===== src/rtl/core/srv_pkg.sv =====
// ----------------------------------------------------------------------------
// srv_pkg
// Shared widths, width helpers and the sideband word of the refraction pipe.
// ----------------------------------------------------------------------------
`timescale 1ns / 1ps

package srv_pkg;

  localparam int unsigned FRAC_BITS_DEF = 14;
  localparam int unsigned DATA_W        = 16;
  localparam int unsigned RATIO_W       = 16;
  // r * (I*one - N*c) rounded by FRAC_BITS keeps this width for any FRAC_BITS
  localparam int unsigned W_W           = DATA_W + RATIO_W + 6;

  // signed width of the discriminant 1 - round(r*r*s)
  function automatic int unsigned disc_w(input int unsigned f);
    int unsigned a;
    int unsigned b;
    a = 2 * RATIO_W + 7 - f;
    b = f + 2;
    return ((a > b) ? a : b) + 1;
  endfunction

  // square-root radicand width (discriminant shifted up by f), made even
  function automatic int unsigned rad_w(input int unsigned f);
    int unsigned n;
    n = disc_w(f) - 1 + f;
    return n + (n % 2);
  endfunction

  // width of the floor square root
  function automatic int unsigned sq_w(input int unsigned f);
    return rad_w(f) / 2;
  endfunction

  // words that ride alongside the square root
  typedef struct packed {
    logic                     ok;
    logic signed [W_W-1:0]    w_x;
    logic signed [W_W-1:0]    w_y;
    logic signed [W_W-1:0]    w_z;
    logic signed [DATA_W-1:0] n_x;
    logic signed [DATA_W-1:0] n_y;
    logic signed [DATA_W-1:0] n_z;
  } side_t;

endpackage


===== src/rtl/core/srv_back.sv =====
// ----------------------------------------------------------------------------
// srv_back
// Back end: subtract the normal scaled by the root, round, saturate, zero on
// total internal reflection. The last stage is the output register.
// ----------------------------------------------------------------------------
`timescale 1ns / 1ps

module srv_back #(
  parameter int unsigned FRAC_BITS = srv_pkg::FRAC_BITS_DEF
) (
  input  logic                                 clk_i,
  input  logic                                 rst_ni,
  input  logic                                 in_valid_i,
  output logic                                 in_ready_o,
  input  logic [srv_pkg::sq_w(FRAC_BITS)-1:0]  in_root_i,
  input  srv_pkg::side_t                       in_side_i,
  output logic                                 out_valid_o,
  input  logic                                 out_ready_i,
  output logic                                 out_ok_o,
  output logic signed [srv_pkg::DATA_W-1:0]    out_vec_o [3]
);

  localparam int unsigned F      = FRAC_BITS;
  localparam int unsigned DW     = srv_pkg::DATA_W;
  localparam int unsigned WW     = srv_pkg::W_W;
  localparam int unsigned SQ_W   = srv_pkg::sq_w(FRAC_BITS);
  localparam int unsigned NVSQ_W = DW + SQ_W + 1;
  localparam int unsigned D_W    = ((WW > NVSQ_W) ? WW : NVSQ_W) + 2;
  localparam int unsigned T_W    = D_W - F;

  localparam logic signed [D_W-1:0] D_HALF = D_W'(1) <<< (F - 1);
  localparam logic signed [T_W-1:0] T_MAX  = T_W'((1 << (DW - 1)) - 1);
  localparam logic signed [T_W-1:0] T_MIN  = ~T_MAX;

  logic [1:0] vld_q;
  logic [2:0] adv;

  assign adv[2] = out_ready_i;
  assign adv[1] = !vld_q[1] || adv[2];
  assign adv[0] = !vld_q[0] || adv[1];

  always_ff @(posedge clk_i or negedge rst_ni) begin
    if (!rst_ni) begin
      vld_q <= '0;
    end else begin
      if (adv[0]) begin
        vld_q[0] <= in_valid_i;
      end
      if (adv[1]) begin
        vld_q[1] <= vld_q[0];
      end
    end
  end

  assign in_ready_o  = adv[0];
  assign out_valid_o = vld_q[1];

  // stage 1: N * sqrt(D)
  logic signed [DW-1:0]     nrm  [3];
  logic signed [WW-1:0]     w_in [3];
  logic                     ok1_q;
  logic signed [WW-1:0]     w1_q    [3];
  logic signed [NVSQ_W-1:0] nvsq1_q [3];

  assign nrm[0]  = in_side_i.n_x;
  assign nrm[1]  = in_side_i.n_y;
  assign nrm[2]  = in_side_i.n_z;
  assign w_in[0] = in_side_i.w_x;
  assign w_in[1] = in_side_i.w_y;
  assign w_in[2] = in_side_i.w_z;

  always_ff @(posedge clk_i) begin
    if (adv[0]) begin
      ok1_q <= in_side_i.ok;
      for (int k = 0; k < 3; k++) begin
        w1_q[k]    <= w_in[k];
        nvsq1_q[k] <= NVSQ_W'(nrm[k]) * NVSQ_W'($signed({1'b0, in_root_i}));
      end
    end
  end

  // stage 2: round, saturate, zero if no refraction
  logic signed [D_W-1:0] diff [3];
  logic signed [T_W-1:0] t    [3];
  logic signed [DW-1:0]  vec_d [3];
  logic                  ok_q;
  logic signed [DW-1:0]  vec_q [3];

  always_comb begin
    for (int k = 0; k < 3; k++) begin
      diff[k] = D_W'(w1_q[k]) - D_W'(nvsq1_q[k]) + D_HALF;
      t[k]    = diff[k][D_W-1:F];
      if (!ok1_q) begin
        vec_d[k] = '0;
      end else if (t[k] > T_MAX) begin
        vec_d[k] = DW'(T_MAX);
      end else if (t[k] < T_MIN) begin
        vec_d[k] = DW'(T_MIN);
      end else begin
        vec_d[k] = DW'(t[k]);
      end
    end
  end

  always_ff @(posedge clk_i) begin
    if (adv[1]) begin
      ok_q  <= ok1_q;
      vec_q <= vec_d;
    end
  end

  assign out_ok_o  = ok_q;
  assign out_vec_o = vec_q;

endmodule


===== config.mk =====
export PLATFORM = sky130hd
export DESIGN_NAME = srv_back
export DESIGN_NICKNAME = d
export VERILOG_FILES = /design/src/rtl/core/srv_pkg.sv /design/src/rtl/core/srv_back.sv
export SDC_FILE = /design/constraint.sdc
export NUM_CORES = 2
export LEC_CHECK = 0
export BUFFER_PORTS_ARGS = -buffer_cell sky130_fd_sc_hd__buf_2
export CORE_AREA = 2 2 372 374
export DETAILED_ROUTE_END_ITERATION = 10
export DIE_AREA = 0 0 374 376
export REMOVE_ABC_BUFFERS = 1
export SLEW_MARGIN = 20
export SYNTH_ARGS = -nofsm -noshare
export SYNTH_HDL_FRONTEND = slang
export SYNTH_SLANG_ARGS = --single-unit
export TNS_END_PERCENT = 50

===== constraint.sdc =====
create_clock -name clk_i -period 8.6 [get_ports clk_i]
set_input_delay 0.86 -clock clk_i [delete_from_list [all_inputs] [get_ports clk_i]]
set_output_delay 0.86 -clock clk_i [all_outputs]
set_load 0.03 [all_outputs]

# Word level (Yosys, flattened, before mapping)
# Memory sizes are Yosys's and may differ from the RTL's.
# Index checks and enable logic that the tools add are counted.
[totals]
inputBits = 187
mem_bits_ro = 0
out_inout_bits = 51
ram_bits = 225
memories = 2
reg_bits = 52
latchBits = 0
[classes]
order_cmp = 6
eq_ne = 0
muxes = 8
multipliers = 3
div = 0
n_addsub = 6
bitwise_logic = 1
shifts = 0
n_reduce_logical = 7
[mem_list]
columns = ["name", "words", "width", "rd", "rd_clocked_by_memory_dff", "wr", "line", "text"]
rows = [
  ["w1_q", 3, 38, 3, 0, 3, "srv_back.sv:62", "logic signed [WW-1:0] w1_q [3];"],
  ["nvsq1_q", 3, 37, 3, 0, 3, "srv_back.sv:63", "logic signed [NVSQ_W-1:0] nvsq1_q [3];"],
]
[ops]
columns = ["cell", "count"]
rows = [
  ["adder 39 x 15 -> 40 bit (second input constant)", 3],
  ["subtractor 38 x 37 -> 39 bit", 3],
  ["multiplier 16 x 21 -> 37 bit", 3],
  ["> comparator 26 x 16 -> 1 bit (second input constant)", 3],
  ["less-than comparator 26 x 16 -> 1 bit (second input constant)", 3],
  ["two-way mux 16 bit", 3],
  ["two-way mux 15 bit", 3],
  ["OR reduction 2 bit", 3],
  ["zero test 1 bit", 2],
  ["logical OR 1 bit", 2],
  ["two-way mux 1 bit", 2],
  ["inverter 1 bit", 1],
]

# Logic depth before layout (Yosys ltp)
# An unclocked memory read counts as a cell.
[depth]
ltp_word = 6
ltp_mapped = 26
ltp_nobuf = 25

# Worst setup path after synthesis
# OpenSTA, ideal clock, no wires.
[synth_timing]
kind = "input to register"
startpoint = "in out_ready_i"
endpoint = "mem nvsq1_q[0][0] (netlist bit), enable pin"
path_slack_ns = 0.156
path_stages = 1
t_required_ns = 6.208
setup_time_ns = 2.392
arrival_ns = 6.052
cell_sequence = "nand3b_1"
[synth_rtl]
columns = ["element", "line", "text"]
rows = [
  ["start: declaration", "srv_back.sv:18", "input logic out_ready_i,"],
  ["end: declaration", "srv_back.sv:63", ""],
]

==> reports/metrics.cfg <==
[timing]
skew_ns=0.0115
setup-violations-final=0
timing.fmax_ghz=0.137
rsz0062_at_grt=false
hold_viol_final=0
worst_slack_ns=1.28
holdWs_ns=0.0557
max_slew_margin=0.330
finalCriticalPeriod_ns=7.32
fin_crit_sh=0.851
report.final.slew_viol_count=0
setup_tns_ns=0
tightest_slew_ns=1.01

[routing]
wl_um=121000
vias=33700
drtIter0Drc=2006
drtPass1Iterations=5
ant_nets=0
drc=0
viasPerCell=4.86
avgRoutedWirePerCell_um=17.4

[clock_tree]
cts_resized=0
cts_made_buffers=36
tritoncts=done
clock-sinks=277
worstSkewPairLatency_ns=0.58
htree_levels=2
clk_path_buf_depth=3
root_buffer=clkbuf_16
hold_buffers=0
clk_pin_slew_worst_paths_ns=0.06
cts_setup_buffers=0

[logic_synthesis]
synthCells=4992
yosys_warnings=0
synth_edf_count=275
syn_area_per_cell_um2=9.50
ys_ff_latch=277
synthDistinctLibCells=81
ys_seq_area_frac=0.175
ys.flop_type=edfxtp_1
synth_area_um2=47400
async_flop_share=0.00722

[floorplanning]
start_util=0.347
die_area_um2=141000
die_h_um=376
die_w_um=374
pin_count=238
core_area_um2=137000
rows=136

[final_layout]
syn_to_final_growth_pct=9.17
final_area_um2=51800
final_nets=6662
drive_above_1_share=0.0749

[run]
maxCapViolations=0

[worst_setup_path]
worstPathRequired_ns=8.93
ff2ff_setup_slack_ns=3.94
r2r_start=w1_q[0][42]
cp.buffers_inverters=6
crit_slowest_cell=buf_2
critPathTopFamily=adder cells
crit_path_max_incr_delay_ns=0.73
path_max_fanout=36
r2r-end=out_vec_o[26]
critPathLaunchType=input port
path_common_cell=fa_1
worstPathArrival_ns=7.64
worstRegToRegCells=13
critical_path_class=in2reg
end_kind=flop

[place]
numPortBuffers=237
dpl_cell_area_um2=50500
dpl_worst_slack_ns=0.795
hpwl_um=96700
place_congestion=0.865

[global_routing]
first_global_vias=36000
track_usage=0.175
gr-total-overflow=0
grt_pass1_wl_um=196000
grt_max_degree=76
antenna_found_initial=16

[min_path]
hold_class=in2async

[run_status]
status=finished, final reports clean

==> Yosys cell counts, types with 10 or more instances <==
library cell | n | area share
a211oi_1 | 18 | 0.0028
clkbuf_1 | 206 | 0.016
nand3_1 | 37 | 0.0039
nand2b_1 | 47 | 0.0062
ha_1 | 612 | 0.16
inv_1 | 1109 | 0.088
and2_1 | 403 | 0.053
and3_1 | 23 | 0.0030
o21ai_0 | 78 | 0.0082
nand4_1 | 20 | 0.0026
fa_1 | 750 | 0.32
nor2b_1 | 18 | 0.0024
edfxtp_1 | 275 | 0.17
o21a_1 | 39 | 0.0062
xor2_1 | 58 | 0.011
nand2_1 | 601 | 0.048
a31oi_1 | 15 | 0.0020
a21o_1 | 78 | 0.012
a21oi_1 | 183 | 0.019
xnor2_1 | 109 | 0.020
o21ai_1 | 24 | 0.0025
o21bai_1 | 20 | 0.0032
nor3_1 | 22 | 0.0023
o211ai_1 | 10 | 0.0016
nor2_1 | 110 | 0.0087
==> metal layers <==
layer,global-route usage,vias to the layer above,share of wire
li1,-,15800,-
met1,0.230,17000,0.44
met2,0.298,798,0.48
met3,0.0319,154,0.062
met4,0.0425,8,0.021
met5,0,-,0.00041
==> logic make-up (layout without fill, tap and decap cells) <==
logic type	Yosys count	in the layout	share of synthesized area
other	0	8	0
buffers and inverters	1322	1470	0.105
AND/OR/NAND/NOR	1324	1324	0.137
XOR/XNOR	167	167	0.0308
multiplexers	2	2	0.000422
AO/OA/AOI/OAI	538	538	0.0737
adder cells (fa/ha/maj)	1362	1362	0.478
flip-flops	277	277	0.175
==> worst max-delay path by stage <==
| stage | startpoint | to | slack (ns) | cells after the start |
|---|---|---|---|---|
| 2_1_floorplan | out_ready_i | nvsq1_q[0][0] | 0.16 | 1 |
| 5_1_grt | in_root_i[12] | nvsq1_q[0][34] | 0.81 | 25 |
| 6_report | in_root_i[12] | nvsq1_q[0][34] | 1.28 | 25 |
| 3_5_place_dp | in_root_i[10] | nvsq1_q[0][73] | 0.79 | 24 |
| 4_1_cts | in_root_i[10] | nvsq1_q[0][73] | 1.40 | 24 |
| 3_3_place_gp | in_root_i[12] | nvsq1_q[0][110] | 0.85 | 23 |
==> flip-flops by register name (all words and copies together) (netlist names) <==
| register | flops |
|---|---|
| out_ok_o | 1 |
| w1_q | 114 |
| nvsq1_q | 111 |
| vld_q | 2 |
| ok1_q | 1 |
| out_vec_o | 48 |
==> cells in the final DEF, fill, tap and decap left out, types with 22 or more instances in the layout <==
cell type  synthesis  routed
inv_1           1109    1109
fa_1             750     750
ha_1             612     612
nand2_1          601     601
and2_1           403     403
edfxtp_1         275     275
buf_2              3     237
a21oi_1          183     183
nor2_1           110     110
xnor2_1          109     109
a21o_1            78      78
o21ai_0           78      78
xor2_1            58      58
buf_4              2      55
nand2b_1          47      46
o21a_1            39      39
clkbuf_16          0      38
nand3_1           37      37
o21ai_1           24      24
and3_1            23      23
nor3_1            22      22
==> through the flow <==
step	util	std cells
finish	0.379	6942
global route	0.379	6936
CTS	0.379	6934
detailed placement	0.370	6869
global placement	0.370	6869
floorplan	-	4779
==> layout make-up <==
cell class	instances	area, um^2
Clock inverter	26	263
Timing Repair Buffer	296	1680
Multi-Input combinational cell	3393	34100
Sequential cell	277	8310
Antenna cell	8	20.0
Tap cell	1794	2240
Clock buffer	39	955
Inverter	1109	4160
Fill cell	13800	84900
Power is left out: the tool's default activity adds up to more than one toggle a clock period on the data nets, which glitch-free logic cannot reach.
