## src/rtl/core/srv_pkg.sv

```systemverilog
// ----------------------------------------------------------------------------
// srv_pkg
// Shared widths, width helpers and the sideband word of the refraction pipe.
// ----------------------------------------------------------------------------
`timescale 1ns / 1ps

package srv_pkg;

  localparam int unsigned FRAC_BITS_DEF = 14;
  localparam int unsigned DATA_W        = 16;
  localparam int unsigned RATIO_W       = 16;
  // r * (I*one - N*c) rounded by FRAC_BITS keeps this width for any FRAC_BITS
  localparam int unsigned W_W           = DATA_W + RATIO_W + 6;

  // signed width of the discriminant 1 - round(r*r*s)
  function automatic int unsigned disc_w(input int unsigned f);
    int unsigned a;
    int unsigned b;
    a = 2 * RATIO_W + 7 - f;
    b = f + 2;
    return ((a > b) ? a : b) + 1;
  endfunction

  // square-root radicand width (discriminant shifted up by f), made even
  function automatic int unsigned rad_w(input int unsigned f);
    int unsigned n;
    n = disc_w(f) - 1 + f;
    return n + (n % 2);
  endfunction

  // width of the floor square root
  function automatic int unsigned sq_w(input int unsigned f);
    return rad_w(f) / 2;
  endfunction

  // words that ride alongside the square root
  typedef struct packed {
    logic                     ok;
    logic signed [W_W-1:0]    w_x;
    logic signed [W_W-1:0]    w_y;
    logic signed [W_W-1:0]    w_z;
    logic signed [DATA_W-1:0] n_x;
    logic signed [DATA_W-1:0] n_y;
    logic signed [DATA_W-1:0] n_z;
  } side_t;

endpackage

```

## src/rtl/core/srv_sqrt.sv

```systemverilog
// ----------------------------------------------------------------------------
// srv_sqrt
// Pipelined floor square root, one root bit per stage, sideband carried along.
// ----------------------------------------------------------------------------
`timescale 1ns / 1ps

module srv_sqrt #(
  parameter int unsigned FRAC_BITS = srv_pkg::FRAC_BITS_DEF
) (
  input  logic                                  clk_i,
  input  logic                                  rst_ni,
  input  logic                                  in_valid_i,
  output logic                                  in_ready_o,
  input  logic [srv_pkg::rad_w(FRAC_BITS)-1:0]  in_rad_i,
  input  srv_pkg::side_t                        in_side_i,
  output logic                                  out_valid_o,
  input  logic                                  out_ready_i,
  output logic [srv_pkg::sq_w(FRAC_BITS)-1:0]   out_root_o,
  output srv_pkg::side_t                        out_side_o
);

  localparam int unsigned SQ_W  = srv_pkg::sq_w(FRAC_BITS);
  localparam int unsigned RAD_W = srv_pkg::rad_w(FRAC_BITS);
  localparam int unsigned REM_W = SQ_W + 2;
  localparam int unsigned NS    = SQ_W;

  logic [NS-1:0]      vld_q;
  logic [NS:0]        adv;
  logic [REM_W-1:0]   rem_q   [NS];
  logic [SQ_W-1:0]    root_q  [NS];
  logic [RAD_W-1:0]   rad_q   [NS];
  srv_pkg::side_t     side_q  [NS];

  logic [NS-1:0]      vld_in;
  logic [REM_W-1:0]   rem_in  [NS];
  logic [SQ_W-1:0]    root_in [NS];
  logic [RAD_W-1:0]   rad_in  [NS];
  srv_pkg::side_t     side_in [NS];
  logic [REM_W+1:0]   rem_sh  [NS];
  logic [REM_W+1:0]   trial   [NS];
  logic [NS-1:0]      fit;

  assign adv[NS] = out_ready_i;

  for (genvar g = 0; g < NS; g++) begin : g_stage
    if (g == 0) begin : g_first
      assign vld_in[g]  = in_valid_i;
      assign rem_in[g]  = '0;
      assign root_in[g] = '0;
      assign rad_in[g]  = in_rad_i;
      assign side_in[g] = in_side_i;
    end else begin : g_next
      assign vld_in[g]  = vld_q[g-1];
      assign rem_in[g]  = rem_q[g-1];
      assign root_in[g] = root_q[g-1];
      assign rad_in[g]  = rad_q[g-1];
      assign side_in[g] = side_q[g-1];
    end

    assign adv[g]    = !vld_q[g] || adv[g+1];
    // bring down the next two radicand bits, try root*4 + 1
    assign rem_sh[g] = {rem_in[g], rad_in[g][RAD_W-1 -: 2]};
    assign trial[g]  = (REM_W + 2)'({root_in[g], 2'b01});
    assign fit[g]    = rem_sh[g] >= trial[g];

    always_ff @(posedge clk_i or negedge rst_ni) begin
      if (!rst_ni) begin
        vld_q[g] <= 1'b0;
      end else if (adv[g]) begin
        vld_q[g] <= vld_in[g];
      end
    end

    always_ff @(posedge clk_i) begin
      if (adv[g]) begin
        rem_q[g]  <= fit[g] ? REM_W'(rem_sh[g] - trial[g]) : REM_W'(rem_sh[g]);
        root_q[g] <= {root_in[g][SQ_W-2:0], fit[g]};
        rad_q[g]  <= rad_in[g] << 2;
        side_q[g] <= side_in[g];
      end
    end
  end

  assign in_ready_o  = adv[0];
  assign out_valid_o = vld_q[NS-1];
  assign out_root_o  = root_q[NS-1];
  assign out_side_o  = side_q[NS-1];

endmodule

```

## config.mk

```make
export PLATFORM = sky130hd
export DESIGN_NAME = srv_sqrt
export DESIGN_NICKNAME = d
export VERILOG_FILES = /design/src/rtl/core/srv_pkg.sv /design/src/rtl/core/srv_sqrt.sv
export SDC_FILE = /design/constraint.sdc
export NUM_CORES = 2
export LEC_CHECK = 0
export ABC_AREA = 1
export BUFFER_PORTS_ARGS = -buffer_cell sky130_fd_sc_hd__buf_4
export CORE_MARGIN = 5
export CORE_UTILIZATION = 26
export CTS_CLUSTER_SIZE = 24
export DETAILED_ROUTE_END_ITERATION = 8
export GPL_TIMING_DRIVEN = 0
export SLEW_MARGIN = 10
export SYNTH_ARGS = -nofsm -noshare
export SYNTH_HDL_FRONTEND = slang
export SYNTH_MEMORY_MAX_BITS = 65536
export SYNTH_SLANG_ARGS = --single-unit
```

## constraint.sdc

```tcl
create_clock -name clk_i -period 15.95 [get_ports clk_i]
set_input_delay 1.595 -clock clk_i [delete_from_list [all_inputs] [get_ports clk_i]]
set_output_delay 1.595 -clock clk_i [all_outputs]
set_load 0.03 [all_outputs]
```

---- Yosys cells after proc, flatten, opt, wreduce, memory -nomap -nowiden ----
Memories as Yosys holds them, arrays and structs flattened.
Index checks and enable logic that the tools add are counted.
storage, ports and cells
  bits in writable memories ............... 4860
  latch bits .............................. 0
  register bits after elaboration ......... 20
  output and inout port bits .............. 185
  input bits .............................. 207
  bits in read-only memories .............. 0
  memories kept ........................... 4
operators by class
  muxes and demuxes ....................... 60
  bitwise logic cells ..................... 0
  $lt $le $gt $ge ......................... 20
  div/mod/pow operators ................... 0
  reductions and logical operators ........ 40
  equality and inequality tests ........... 0
  add/sub/neg operators ................... 20
  shifts and indexed selects .............. 0
  multiply operators ...................... 0
memory list
  memory  words  bits a word  rd ports  clocked after memory_dff  wr ports  RTL line        RTL
  side_q  20     163          20        0                         20        srv_sqrt.sv:32  srv_pkg::side_t side_q [NS];
  rad_q   20     38           19        0                         20        srv_sqrt.sv:31  logic [RAD_W-1:0] rad_q [NS];
  rem_q   20     22           19        0                         20        srv_sqrt.sv:29  logic [REM_W-1:0] rem_q [NS];
  root_q  20     20           20        0                         20        srv_sqrt.sv:30  logic [SQ_W-1:0] root_q [NS];
operators by type and width
  operator             count
  $ge 24x22->1         19
  $mux 22              20
  $sub 22x22->22       19
  $mux 1               40
  $logic_not 1->1      20
  $logic_or 1x1->1     20
  $sub 2x1->3 const B  1
  $ge 2x1->1 const B   1

---- Depth between registers and ports, before layout ----
  word-level depth ........................ 23
  depth in mapped cells ................... 18
  depth with buffers taken out ............ 17

---- Least setup slack after synthesis ----
OpenSTA, ideal clock, no wires.
  path kind ............................... input-to-reg
  start point ............................. in out_ready_i
  end point ............................... mem rad_q[1][10] in the netlist's numbering (enable)
  setup slack ............................. -1.878 ns
  arrival time ............................ 16.408 ns
  stages .................................. 10
  path buffers ............................ 0
  cells stage by stage .................... inv_1 > nand4_4 > nor3_4 > nand4_4 > nor2_4 > nand4_4 > nor2_4 > nand4_4 > nor2_8 > nand3_2
RTL lines
  element      RTL line        RTL
  from (decl)  srv_sqrt.sv:17  input logic out_ready_i,
  to (decl)    srv_sqrt.sv:31

---- Final worst setup path ----
  start point ............................. in out_ready_i
  end point ............................... out in_ready_o
on the way
  cells in the longest elaborated chain, start to end .. 20
RTL lines
  element                         RTL line        RTL
  $logic_or 1x1->1 (3 in series)  srv_sqrt.sv:60  assign adv[g] = !vld_q[g] || adv[g+1];
  net adv[17]                     srv_sqrt.sv:28  logic [NS:0] adv;
  $logic_or 1x1->1 (5 in series)  srv_sqrt.sv:60
  net adv[12]                     srv_sqrt.sv:28
  $logic_or 1x1->1 (4 in series)  srv_sqrt.sv:60
  net adv[8]                      srv_sqrt.sv:28
  $logic_or 1x1->1 (4 in series)  srv_sqrt.sv:60
  net adv[4]                      srv_sqrt.sv:28
  $logic_or 1x1->1 (4 in series)  srv_sqrt.sv:60
  to (decl)                       srv_sqrt.sv:13  output logic in_ready_o,
The timed path passes the listed nets, and every way through them passes these cells.

==> flow_metrics.tcl <==
set metrics [dict create \
    outcome "complete, no violations" \
    placedInstanceArea_um2 160000 \
    synth_area_leaders "edfxtp_1 (88%), ha_1 (2.0%), nand2_1 (1.6%), inv_1 (1.4%), xor2_1 (1.0%)" \
    setup_violations 0 \
    fmax_mhz 122 \
    syn_inst 7323 \
    routed_wl_mm 274 \
    multi_input_area_um2 15000 \
    clk_pin_slew_ns 0.06 \
    tns_ns 0 \
    yosysSeqAreaShare 0.881 \
    synth_common_cells "edfxtp_1 (4240), nand2_1 (629), inv_1 (538)" \
    cts_resized 0 \
    rsz0062_at_grt "false" \
    grt_busiest_layer "met2" \
    power_mw 29.8 \
    ios 392 \
    grt_overflow 0 \
    synth-edff-count 4240 \
    core_um2 556000 \
    drtIter0Drc 4013 \
    grt_pass1_vias 64500 \
    tightest_slew_ns 0.843 \
    power.density_nw_per_um2 171 \
    antenna_found_initial 6 \
    cts_max_level 5 \
    hold_buffers 0 \
    yosys_register_bits 4260 \
    hold_depth 0 \
    cts_tree "built" \
    gp_congestion 0.857 \
    placed_cells 15300 \
    die_width_um 757 \
    die_area_um2 573000 \
    stdcell_count 16100 \
    first_pass_iters 7 \
    cts_setup_buffers 0 \
    die_h_um 757 \
    dp_hpwl_mm 176 \
    grt_use_met1 0.120 \
    synth_top_area_cell "edfxtp_1" \
    whs_ns 0.349 \
    layout_min_cycle_time_ns 8.23 \
    clock_latency_ns 1.00 \
    syn_area_um2 145000 \
    grtUsageMet2 0.160 \
    vias 61600 \
    row_count 274 \
    p_leak_nw 62.8 \
    vias_per_cell 3.83 \
    maxCapViolCount 0 \
    critical_path_class "in2out" \
    critPathRequiredTime_ns 14.36 \
    grt_pass1_wl_mm 410 \
    area_growth_pct 20.2 \
    cp-start-kind "input pin" \
    synth.most_common_cell "edfxtp_1" \
    clock_path_buffers 4 \
    grt_max_degree 93 \
    grt_usage 0.0938 \
    hold_viol_final 0 \
    drc_errors 0 \
    vdd.ir_drop.worst_v 0.000126 \
    slew_viol_final 0 \
    hold_path_class "reg2reg" \
    cp_max_fo 28 \
    io_buffers 391 \
    synth_top_area_frac 0.878 \
    synth_ff_type "edfxtp_1" \
    initial_core_util 0.261 \
    syn_area_per_cell_um2 19.8 \
    seqCellArea_um2 128000 \
    period_share 0.516 \
    drive_gt1_frac 0.149 \
    wl_per_cell_um 17.0 \
    end_kind "output pin" \
    antenna_left 0 \
    yosysUniqueCellTypes 72 \
    yosysWarningCount 0 \
    reg2reg_depth 14 \
    clock-sinks 4260 \
    syn_nets 7761 \
    async_flop_share 0.00469 \
    stdcell_area_um2 174000 \
    clock_skew_ns 0.0880 \
    cts-root-buf "clkbuf_16" \
    met3_usage 0.0173 \
    nNetsFinal 8700 \
    worst_ep_arrival_time_ns 6.63 \
    numCtsBuffers 450 \
    nFillCells 53200 \
    slew_headroom 0.438 \
]
cells in the final DEF, fill, tap and decap left out, types with 134 or more instances in the layout:
| cell | count |
|---|---|
| edfxtp_1 | 4240 |
| nand2_1 | 625 |
| inv_1 | 531 |
| clkbuf_16 | 451 |
| buf_4 | 391 |
| nor2_1 | 328 |
| o21ai_0 | 247 |
| ha_1 | 231 |
| a21oi_1 | 222 |
| xor2_1 | 166 |
| xnor2_1 | 134 |
worst max-delay path, cell delays in order:
cell     delay [ns]
buf_4          0.14
inv_12         0.06
nand4_4        0.41
buf_12         0.38
nor3_4         0.36
nand4_4        0.47
nor2_4         0.47
nand4_4        0.44
nor2_4         0.45
nand4_4        0.48
buf_12         0.38
nor2_8         0.26
nand4_4        0.36
buf_4          0.31
power breakdown:
part	internal [mW]	leakage (nW)	switching, mW
registers	15.8	42.8	0.862
logic	0.924	13.0	1.99
clock network	5.83	7.01	4.34
worst paths after layout:
| check | from | end | slack, ns |
|---|---|---|---|
| max in group asynchronous | rst_ni | vld_in[15] | 15.18 |
| min in group asynchronous | rst_ni | vld_in[19] | 0.51 |
| worst min register to register | side_q[6][14] | side_q[7][14] | 0.35 |
| worst max-delay path | out_ready_i | in_ready_o | 7.72 |
| worst max register to register | out_valid_o | rad_q[1][4] | 9.42 |
| worst min-delay path | side_q[6][14] | side_q[7][14] | 0.35 |
layer usage:
metal,routed length [um],vias up,part of all wire
met5,0,-,0
met4,9110,0,0.033
met2,134000,1235,0.49
met3,12300,476,0.045
met1,118000,30400,0.43
li1,-,29500,-
cells by family after synthesis:
group	Yosys count	synth area share
compound gates	655	0.0258
simple gates	1288	0.0391
other cells	1	0.0000258
fa+ha+maj	231	0.0199
xor+xnor	300	0.0181
buf+inv	588	0.0160
flops	4260	0.881
cell type report:
type                       count  share of cell area
clock inverter               276              0.0165
sequential                  4260               0.733
buffer                        36             0.00143
antenna                        5           0.0000717
timing repair buffer         487              0.0303
inverter                     552              0.0122
multi-input combinational   2475              0.0862
tap                         7452              0.0535
clock buffer                 552              0.0669
registers in the layout (all words and copies together), names as in the netlist:
register,cells
side_q,3260
root_q,210
out_valid_o,1
rad_q,380
rem_q,390
vld_in,19
per-stage QoR:
step | util | setup slack [ns]
detailed placement | 0.287 | 7.54
floorplan | - | -1.04
global route | 0.313 | 7.35
finish | 0.313 | 7.72
global placement | 0.283 | -16.84
CTS | 0.313 | 7.51
Power figures use the tool's default switching activity.
